===== config.mk =====
export PLATFORM = sky130hd
export DESIGN_NAME = free_list_index_allocator
export DESIGN_NICKNAME = d
export VERILOG_FILES = /design/src/rtl/core/fla_pkg.sv /design/src/rtl/core/fla_ctrl.sv /design/src/rtl/core/fla_datapath.sv /design/src/rtl/core/free_list_index_allocator.sv
export SDC_FILE = /design/constraint.sdc
export NUM_CORES = 2
export LEC_CHECK = 0
export BUFFER_PORTS_ARGS = -buffer_cell sky130_fd_sc_hd__buf_2
export CAP_MARGIN = 10
export CORE_MARGIN = 5
export CORE_UTILIZATION = 51
export DETAILED_ROUTE_END_ITERATION = 10
export PLACE_DENSITY = 0.69
export SLEW_MARGIN = 25
export SYNTH_ARGS = -nofsm -noshare
export SYNTH_HDL_FRONTEND = slang
export SYNTH_HIERARCHICAL = 1
export SYNTH_SLANG_ARGS = --single-unit

===== constraint.sdc =====
create_clock -name clock -period 9 [get_ports clock]
set_input_delay 0.45 -clock clock [delete_from_list [all_inputs] [get_ports clock]]
set_output_delay 0.45 -clock clock [all_outputs]
set_load 0.02 [all_outputs]

===== src/rtl/core/fla_pkg.sv =====
// ---------------------------------------------------------------------------
// fla_pkg - shared types and constants for the free list index allocator
// Word layouts, action and status codes, controller states and the command
// bundle that the controller hands to the datapath.
// ---------------------------------------------------------------------------
package fla_pkg;

   // Field widths of the request and response words
   localparam int ACTION_W   = 2;
   localparam int INDEX_W    = 8;
   localparam int STATUS_W   = 2;
   localparam int COUNT_W    = INDEX_W + 1;

   // Number of slots in the pool; one for every value of an index
   localparam int POOL_DEPTH = 1 << INDEX_W;

   // Stream word widths, padded up to whole bytes
   localparam int REQ_BITS    = ACTION_W + INDEX_W;
   localparam int RSP_BITS    = INDEX_W + STATUS_W + COUNT_W;
   localparam int REQ_TDATA_W = ((REQ_BITS + 7) / 8) * 8;
   localparam int RSP_TDATA_W = ((RSP_BITS + 7) / 8) * 8;

   typedef enum logic [ACTION_W-1:0] {
      ACT_FETCH       = 2'd0,
      ACT_RELEASE     = 2'd1,
      ACT_RELEASE_ALL = 2'd2,
      ACT_NONE        = 2'd3
   } action_type;

   typedef enum logic [STATUS_W-1:0] {
      ST_OK        = 2'd0,
      ST_EMPTY     = 2'd1,
      ST_UNDERFLOW = 2'd2
   } status_type;

   typedef enum logic {
      S_IDLE  = 1'b0,
      S_REPLY = 1'b1
   } state_type;

   // Controller to datapath commands
   typedef struct packed {
      logic       start;
      action_type action;
   } cmd_type;

endpackage


===== src/rtl/core/fla_ctrl.sv =====
// ---------------------------------------------------------------------------
// fla_ctrl - allocator controller
// Two-state machine: take one request word, then hold the response word until
// the sink takes it. Issues the start command and decoded action.
// ---------------------------------------------------------------------------
module fla_ctrl (
   input  logic                          clock,
   input  logic                          reset,
   input  logic                          req_tvalid,
   output logic                          req_tready,
   input  logic [fla_pkg::ACTION_W-1:0]  req_action,
   output logic                          rsp_tvalid,
   input  logic                          rsp_tready,
   output fla_pkg::cmd_type              cmd
);
   import fla_pkg::*;

   state_type state_ff;
   state_type state_in;

   // Advance state
   always_ff @(posedge clock) begin
      if (reset) begin
         state_ff <= S_IDLE;
      end else begin
         state_ff <= state_in;
      end
   end

   // Next state
   always_comb begin
      state_in = state_ff;
      unique case (state_ff)
         S_IDLE: begin
            if (req_tvalid) state_in = S_REPLY;
         end
         S_REPLY: begin
            if (rsp_tready) state_in = S_IDLE;
         end
         default: state_in = S_IDLE;
      endcase
   end

   // Outputs
   always_comb begin
      req_tready = 1'b0;
      rsp_tvalid = 1'b0;
      unique case (state_ff)
         S_IDLE:  req_tready = 1'b1;
         S_REPLY: rsp_tvalid = 1'b1;
         default: req_tready = 1'b0;
      endcase
      cmd.start  = req_tvalid && req_tready;
      cmd.action = action_type'(req_action);
   end

endmodule


===== src/rtl/core/fla_datapath.sv =====
// ---------------------------------------------------------------------------
// fla_datapath - free stack, allocation pointer and response registers
// The stack is a memory with a registered read; per-entry valid bits stand in
// for the identity fill, so an entry never written since reset or release-all
// reads as its own index.
// ---------------------------------------------------------------------------
module fla_datapath (
   input  logic                          clock,
   input  logic                          reset,
   input  fla_pkg::cmd_type              cmd,
   input  logic [fla_pkg::INDEX_W-1:0]   release_index,
   output logic [fla_pkg::INDEX_W-1:0]   granted_index,
   output logic [fla_pkg::STATUS_W-1:0]  status,
   output logic [fla_pkg::COUNT_W-1:0]   in_use_count
);
   import fla_pkg::*;

   logic [INDEX_W-1:0]    stack_mem [POOL_DEPTH];
   logic [POOL_DEPTH-1:0] valid_ff;

   logic [COUNT_W-1:0]    ptr_ff, ptr_in;
   logic                  grant_ok_ff, grant_ok_in;
   status_type            status_ff, status_in;

   logic [INDEX_W-1:0]    rd_data_ff;
   logic [INDEX_W-1:0]    rd_addr_ff;
   logic                  rd_valid_ff;

   logic [COUNT_W-1:0]    ptr_dec;
   logic [INDEX_W-1:0]    rd_addr;
   logic [INDEX_W-1:0]    wr_addr;
   logic                  wr_en;
   logic                  clear_all;
   logic                  full;
   logic                  empty;

   assign ptr_dec = ptr_ff - COUNT_W'(1);
   assign rd_addr = ptr_ff[INDEX_W-1:0];
   assign wr_addr = ptr_dec[INDEX_W-1:0];
   assign full    = (ptr_ff == COUNT_W'(POOL_DEPTH));
   assign empty   = (ptr_ff == '0);

   // Decode the action into pointer moves and stack writes
   always_comb begin
      ptr_in      = ptr_ff;
      grant_ok_in = grant_ok_ff;
      status_in   = status_ff;
      wr_en       = 1'b0;
      clear_all   = 1'b0;
      if (cmd.start) begin
         grant_ok_in = 1'b0;
         status_in   = ST_OK;
         case (cmd.action)
            ACT_FETCH: begin
               if (full) begin
                  status_in = ST_EMPTY;
               end else begin
                  grant_ok_in = 1'b1;
                  ptr_in      = ptr_ff + COUNT_W'(1);
               end
            end
            ACT_RELEASE: begin
               if (empty) begin
                  status_in = ST_UNDERFLOW;
               end else begin
                  ptr_in = ptr_dec;
                  wr_en  = 1'b1;
               end
            end
            ACT_RELEASE_ALL: begin
               clear_all = 1'b1;
               ptr_in    = '0;
            end
            default: begin
            end
         endcase
      end
   end

   // Pointer and response status
   always_ff @(posedge clock) begin
      if (reset) begin
         ptr_ff      <= '0;
         grant_ok_ff <= 1'b0;
         status_ff   <= ST_OK;
      end else begin
         ptr_ff      <= ptr_in;
         grant_ok_ff <= grant_ok_in;
         status_ff   <= status_in;
      end
   end

   // Drop all written entries back to identity on reset and release-all
   always_ff @(posedge clock) begin
      if (reset || clear_all) begin
         valid_ff <= '0;
      end else if (wr_en) begin
         valid_ff[wr_addr] <= 1'b1;
      end
   end

   // Stack memory: one write port, one registered read at the pointer
   always_ff @(posedge clock) begin
      if (wr_en) begin
         stack_mem[wr_addr] <= release_index;
      end
   end

   always_ff @(posedge clock) begin
      if (cmd.start) begin
         rd_data_ff  <= stack_mem[rd_addr];
         rd_valid_ff <= valid_ff[rd_addr];
         rd_addr_ff  <= rd_addr;
      end
   end

   // Result fields
   assign granted_index = grant_ok_ff ? (rd_valid_ff ? rd_data_ff : rd_addr_ff) : '0;
   assign status        = status_ff;
   assign in_use_count  = ptr_ff;

endmodule


===== src/rtl/core/free_list_index_allocator.sv =====
// ---------------------------------------------------------------------------
// free_list_index_allocator - stack based free slot index allocator
// Hands out and takes back slot indices kept on a free stack; one response
// word for every request word.
//
//   channel  direction  tdata fields (low bit first)
//   req_     in         action[1:0], release_index[9:2], zero pad to 16
//   rsp_     out        granted_index[7:0], status[9:8], in_use_count[18:10],
//                       zero pad to 24
//
// Each request is accepted while the controller is idle and its response shows
// in the cycle after; the response fields come from registers, the stack
// memory read among them. A new request is taken only once the response has
// been accepted, so requests are not overlapped. Release-all needs no pass
// over the memory, as the per-entry valid bits are all cleared together. Reset
// is synchronous and needs no clearing pass.
// ---------------------------------------------------------------------------
module free_list_index_allocator (
   input  logic                              clock,
   input  logic                              reset,
   input  logic                              req_tvalid,
   output logic                              req_tready,
   // action[1:0], release_index[9:2], zero [15:10]
   input  logic [fla_pkg::REQ_TDATA_W-1:0]   req_tdata,
   output logic                              rsp_tvalid,
   input  logic                              rsp_tready,
   // granted_index[7:0], status[9:8], in_use_count[18:10], zero [23:19]
   output logic [fla_pkg::RSP_TDATA_W-1:0]   rsp_tdata
);
   import fla_pkg::*;

   cmd_type             cmd;
   logic [INDEX_W-1:0]  granted_index;
   logic [STATUS_W-1:0] status;
   logic [COUNT_W-1:0]  in_use_count;

   fla_ctrl u_ctrl (
      .clock      (clock),
      .reset      (reset),
      .req_tvalid (req_tvalid),
      .req_tready (req_tready),
      .req_action (req_tdata[ACTION_W-1:0]),
      .rsp_tvalid (rsp_tvalid),
      .rsp_tready (rsp_tready),
      .cmd        (cmd)
   );

   fla_datapath u_datapath (
      .clock         (clock),
      .reset         (reset),
      .cmd           (cmd),
      .release_index (req_tdata[ACTION_W +: INDEX_W]),
      .granted_index (granted_index),
      .status        (status),
      .in_use_count  (in_use_count)
   );

   // Pack the response word
   assign rsp_tdata = {{(RSP_TDATA_W - RSP_BITS){1'b0}}, in_use_count, status, granted_index};

endmodule


* Word-level counts from Yosys, hierarchy flattened
Memories as Yosys holds them, arrays and structs flattened. A register that Yosys moved wholly into a read port is not among the register bits. Index checks and enable logic that the tools add are counted.
Word-level totals: logic and storage cells 53, latch bits 0, ROM bits 0, memories kept 1, output and inout bits 26, memory bits (writable) 2048, register bits after elaboration 278
Operators by class: $lt $le $gt $ge 3, reduce and logical (&&, ||, !) cells 7, multiplexer cells 26, $add $sub $neg 2, multipliers 0, shift-type cells 0, eq/ne operators 5, bitwise operators 2, divide/modulo/power cells 0
Memories:
- u_datapath.stack_mem | depth 256, bits a word 8, rd ports 1, clocked after Yosys merged registers in 1, write ports 1, RTL line fla_datapath.sv:18 | logic [INDEX_W-1:0] stack_mem [POOL_DEPTH];
Operator list (count):
- $or A256 B256 Y256 | 1
- $pmux W9 S3 | 1
- $lt A8 B9 Y1 const B | 2
- $mux W9 | 2
- $mux W1 | 16
- $mux W8 | 2
- $add A9 B1 Y9 const B | 1
- $eq A9 B9 Y1 const B | 1
- $logic_not A9 Y1 | 1
- $sub A9 B1 Y9 const B | 1
- $bmux W1 S8 | 1
- $demux W1 S8 | 1
- $ge A8 B1 Y1 const B | 1
- $ne A2 B2 Y1 const B | 2
- $pmux W2 S2 | 1
- $reduce_and A4 Y1 | 1
- $reduce_bool A3 Y1 | 1
- $eq A2 B1 Y1 const B | 1
- $eq A2 B2 Y1 const B | 1
- $logic_and A1 B1 Y1 | 2
- $logic_not A2 Y1 | 1
- $mux W2 | 1
- $pmux W1 S2 | 1
- $logic_or A1 B1 Y1 | 1
- $not A1 Y1 | 1

* Longest topological paths before layout
word-level depth 6, depth in mapped cells 14, depth with buffers taken out 8

* Modules after synthesis
The synthesis kept the hierarchy.
By module, submodules not included:
- fla_datapath | sequential area each 67374.6 µm², area an instance 89983.8 µm², cells each 4583, times used 1
- fla_ctrl | sequential area each 20.0 µm², area an instance 58.8 µm², cells each 7, times used 1
- free_list_index_allocator | sequential area each 0.0 µm², area an instance 41.3 µm², cells each 6, times used 1

* Least setup slack after synthesis
OpenSTA, ideal clock, no wires.
kind register -> register, from reg u_datapath.ptr_ff[1] (netlist: u_datapath/in_use_count[1]), to mem u_datapath.stack_mem[86][0] (enable), library setup time 0.374 ns, path slack 5.205 ns, data arrival time 3.422 ns, required time 8.626 ns, stages on the path, launching flop included 14, cell sequence dfxtp_1 buf_4 buf_4 buf_2 buf_4 buf_4 inv_1 ha_1 clkbuf_1 nand2_1 o31ai_2 nand3_1 buf_2 nor2_1
Between the ends: cells in the longest elaborated chain, start to end 6
RTL lines:
- from (decl) | RTL line fla_datapath.sv:21 | logic [COUNT_W-1:0] ptr_ff, ptr_in;
- from (signal assigned) | RTL line fla_datapath.sv:87 | ptr_ff <= ptr_in;
- $logic_not A9 Y1 | RTL line fla_datapath.sv:41 | assign empty = (ptr_ff == '0);
- $mux W1 | RTL line fla_datapath.sv:63 | if (empty) begin
- $mux W1 | RTL line fla_datapath.sv:53 | case (cmd.action)
- $mux W1 | RTL line fla_datapath.sv:50 | if (cmd.start) begin
- $mux W1 | RTL line fla_datapath.sv:104 | if (wr_en) begin
- $mux W1 (not written as such) | RTL line fla_datapath.sv:105 | stack_mem[wr_addr] <= release_index;
- to (decl) | RTL line fla_datapath.sv:18
Several ways; a longest one is shown, not always the timed one.

==> results.md <==
- Clock Power Share: roughly two fifths
- Synth area leaders: edfxtp_1, mux4_2, dfxtp_1, a22oi_1, nor2_1
- WS Path Type: register to register
- Clock tree buffer depth: 3
- Sw Share: a little over a fifth
- Post-place instance area: 92,700 µm²
- Total negative slack: 0 ns
- Clock transition at path regs: approximately 0.06 ns
- Global-route wire length before repair: ~320,000 µm
- GPL Wtd Cong: 0.847
- Critical Path Max Stage Delay: 0.91 ns
- EDFF count, synth: around 2,100
- Required time of the critical path: between 9 and 10 ns
- Final Hold Vio Count: 0
- Area Growth Syn to Fin: 10.8%
- Post-synthesis sequential area ratio: between 70% and 80%
- Worst skew pair latency: 0.85 ns
- Vias per cell: 6.39
- Leakage power: roughly 30 nW
- Final min period: ~5.3 ns
- Die Height: 430 µm
- DP Wirelength: about 120,000 µm
- Cell area after layout: 99,800 µm²
- TritonCTS Sinks: about 2,300
- Worst VDD drop: approximately 0.22 mV
- Port buffer count: 34
- Top Ports: 46
- Max Cap Viol: 0
- Inserted Clock Buffers: approximately 220
- CP Launch Type: register
- Syn Area/Cell: approximately 20 µm²
- Predominant post-synthesis flop cell: edfxtp_1
- Drt total wl: 215,000 µm
- Grt ovf: 0
- CP arrival: between 5 and 6 ns
- 1st-pass router iterations: 8
- Sw power: 4.79 mW
- Final ANT Viol Nets: 0
- Root Buffer: clkbuf_16
- Critical-path top delay cell: nor4_1
- Largest area contributor in the synthesized netlist: edfxtp_1
- Critical Path Fanout Max: between 40 and 50
- Vias in the first global route: 45,477
- FF+latch count, synth: 2,334
- Die area: roughly 190,000 µm²
- CTS tree: yes
- # nets final: around 4,700
- HP Class: input port to register
- Slew Viols, Final: 0
- DR WL/cell: 30.0 µm
- Vias: 45,829
- DRC: 0
- Drt initial violations: 5,739
- Cell variety after synth: 76
- Initial antenna violation count: 4
- # rows: approximately 150
- Crit path cell chain: buf_4, buf_4, mux4_2, a22oi_1, a21oi_1, nor4_1, o22ai_1, or3_1
- Final Setup Violations: 0
- Mapped cell area: approximately 90,000 µm²
- Yosys warns: 6
- Asr flop ratio synth: 0%
- Largest net degree at the start of global routing: 166
- Post-CTS setup buffers: 0
- Synth Instances: 4,596
- Setup Skew: between 0.02 and 0.03 ns
- Worst Tran Pin Value: roughly 1.1 ns
- Dpl ws: 3.62 ns
- Final period utilization: roughly three fifths
- Gr usage total: between 20% and 30%
- Reg power frac: 53.3%
- Fmax: roughly 190 MHz
- Final worst slack: approximately 3.7 ns
- CP dominant cell by count: buf_4
- Chip width: about 430 µm
- Outcome: complete, no violations
- Unrepaired setup endpoints after global routing: false
- Initial Util: roughly 51%
- PD cells: roughly 220 nW/µm²
- Share of layout cells above drive strength 1: a little under a quarter
- Rel. slew slack: between 20% and 30%
- Htree depth: 4
- Core Region: about 180,000 µm²
- Pint: 17.4 mW
- Comb pwr share: 6.2%
- Crit path capture type: register
- Yosys top cell area share: a little under 70%
power by group through the flow:
stage | sequential, mW | clock, mW | combinational, mW
2_1_floorplan | 12.0 | 0 | 0.873
3_3_place_gp | 12.0 | 0 | 1.34
3_5_place_dp | 12.0 | 0 | 1.36
4_1_cts | 11.8 | 9.14 | 1.37
5_1_grt | 11.8 | 9.61 | 1.44
6_report | 11.8 | 8.98 | 1.36
routing by layer:
metal | vias up | routed length [µm] | share of wire, % | GRT usage, %
met5 | - | 0 | 0 | 0
met4 | 0 | 6550 | 3.0 | 7.60
met3 | 359 | 19800 | 9.2 | 5.25
met2 | 2280 | 105000 | 49 | 36.4
met1 | 24254 | 84100 | 39 | 32.6
li1 | 18936 | - | - | -
cells in the mapped netlist, types with 3 or more instances:
| library cell | number |
|---|---|
| buf_6 | 9 |
| mux2_2 | 8 |
| ha_1 | 9 |
| buf_1 | 23 |
| nand3_1 | 12 |
| mux2i_1 | 17 |
| nor2b_1 | 14 |
| a21oi_1 | 267 |
| nand3_4 | 4 |
| inv_1 | 9 |
| nand3b_1 | 3 |
| or3b_2 | 3 |
| dfxtp_1 | 269 |
| a22oi_1 | 235 |
| a21o_1 | 3 |
| a211oi_1 | 7 |
| edfxtp_1 | 2065 |
| a211oi_4 | 6 |
| a22o_1 | 4 |
| and2_1 | 9 |
| nand2_1 | 55 |
| xnor2_1 | 4 |
| clkbuf_1 | 102 |
| a221oi_1 | 3 |
| buf_4 | 32 |
| or3_1 | 9 |
| nor2_4 | 11 |
| nor3_1 | 17 |
| mux4_2 | 582 |
| o21a_1 | 128 |
| nand2b_1 | 5 |
| nor2_1 | 410 |
| nor2_2 | 11 |
| a31oi_1 | 3 |
| o22ai_1 | 24 |
| nor4_1 | 31 |
| buf_2 | 130 |
| o21ai_0 | 12 |
registers in the layout (all words and copies together) (netlist names):
name	flops
u_datapath/rd_addr_ff	8
u_datapath/grant_ok_ff	1
u_datapath/status	2
u_datapath/valid_ff	256
u_ctrl/state_ff	1
u_datapath/rd_data_ff	8
u_datapath/stack_mem	2048
u_datapath/rd_valid_ff	1
u_datapath/in_use_count	9
worst max-delay path: cells and delay by family, from the launching register on:
| family | cells | cell delay (ns) |
|---|---|---|
| buffers and inverters | 2 | 1.61 |
| and+or+nand+nor | 2 | 1.35 |
| DFF | 1 | 0.81 |
| muxes | 1 | 0.62 |
| AOI/OAI and AO/OA | 3 | 0.58 |
what timing repair did:
| item | CTS | global route |
|---|---|---|
| endpoints found under the hold margin | 4 | 0 |
| gates resized for setup | 0 | 0 |
| hold buffers | 3 | 0 |
worst paths after layout:
check                                          startpoint                                     end  slack, ns  depth (start not counted)
hold / removal                               req_tdata[3]  u_datapath/stack_mem[219][1]$_DFFE_PP_       0.02                          1
setup / recovery  u_datapath/in_use_count[0]$_SDFFE_PP0P_      u_datapath/rd_data_ff[4]$_DFFE_PP_       3.66                          8
setup reg to reg  u_datapath/in_use_count[0]$_SDFFE_PP0P_      u_datapath/rd_data_ff[4]$_DFFE_PP_       3.66                          8
hold reg to reg     u_datapath/valid_ff[215]$_SDFFE_PP0P_   u_datapath/valid_ff[215]$_SDFFE_PP0P_       0.46                          1
logic make-up (layout without fill, tap and decap cells):
family                     count (synthesis)  after routing  share of synthesized area [%]
DFF                                     2334           2334                           74.8
AOI/OAI and AO/OA                        720            720                           5.33
and+or+nand+nor                          609            609                           3.09
muxes                                    607            607                           14.8
buffers and inverters                    307            538                           1.67
adders and majority gates                  9              9                          0.125
xor gates and xnor gates                   9              9                          0.125
other                                      1              9                        0.00416
area by class of cell:
class,instances,area [µm²]
well taps,2340,2930
diodes,4,10.0
clock buffers,315,6120
repair buffers,122,1060
inverters,11,41.3
fillers,12931,76100
flip-flops and latches,2334,67400
clock inverters,90,881
multi-input cells,1959,21300
through the flow:
step                instances  utilization [%]  power, mW  hold WS, ns
global route             7171             56.7       22.9      0.00528
floorplan                4600                -       12.9        0.431
finish                   7175             56.7       22.2       0.0187
global placement         6759             52.6       13.4        0.441
detailed placement       6761             52.7       13.4        0.449
CTS                      7169             56.7       22.3       0.0380
placed cells by master, fill, tap and decap left out, drive strengths merged, types with 18 or more instances in the layout:
cell type	synthesis	layout
edfxtp	2065	2065
o22ai	24	24
o21a	128	128
a21oi	267	267
nand2	55	55
nor2	432	432
clkinv	0	64
clkbuf	102	321
inv	11	18
a22oi	235	235
buf	194	113
mux4	582	582
nor4	33	33
dfxtp	269	269
No activity file was read; power rests on OpenSTA's default activity.
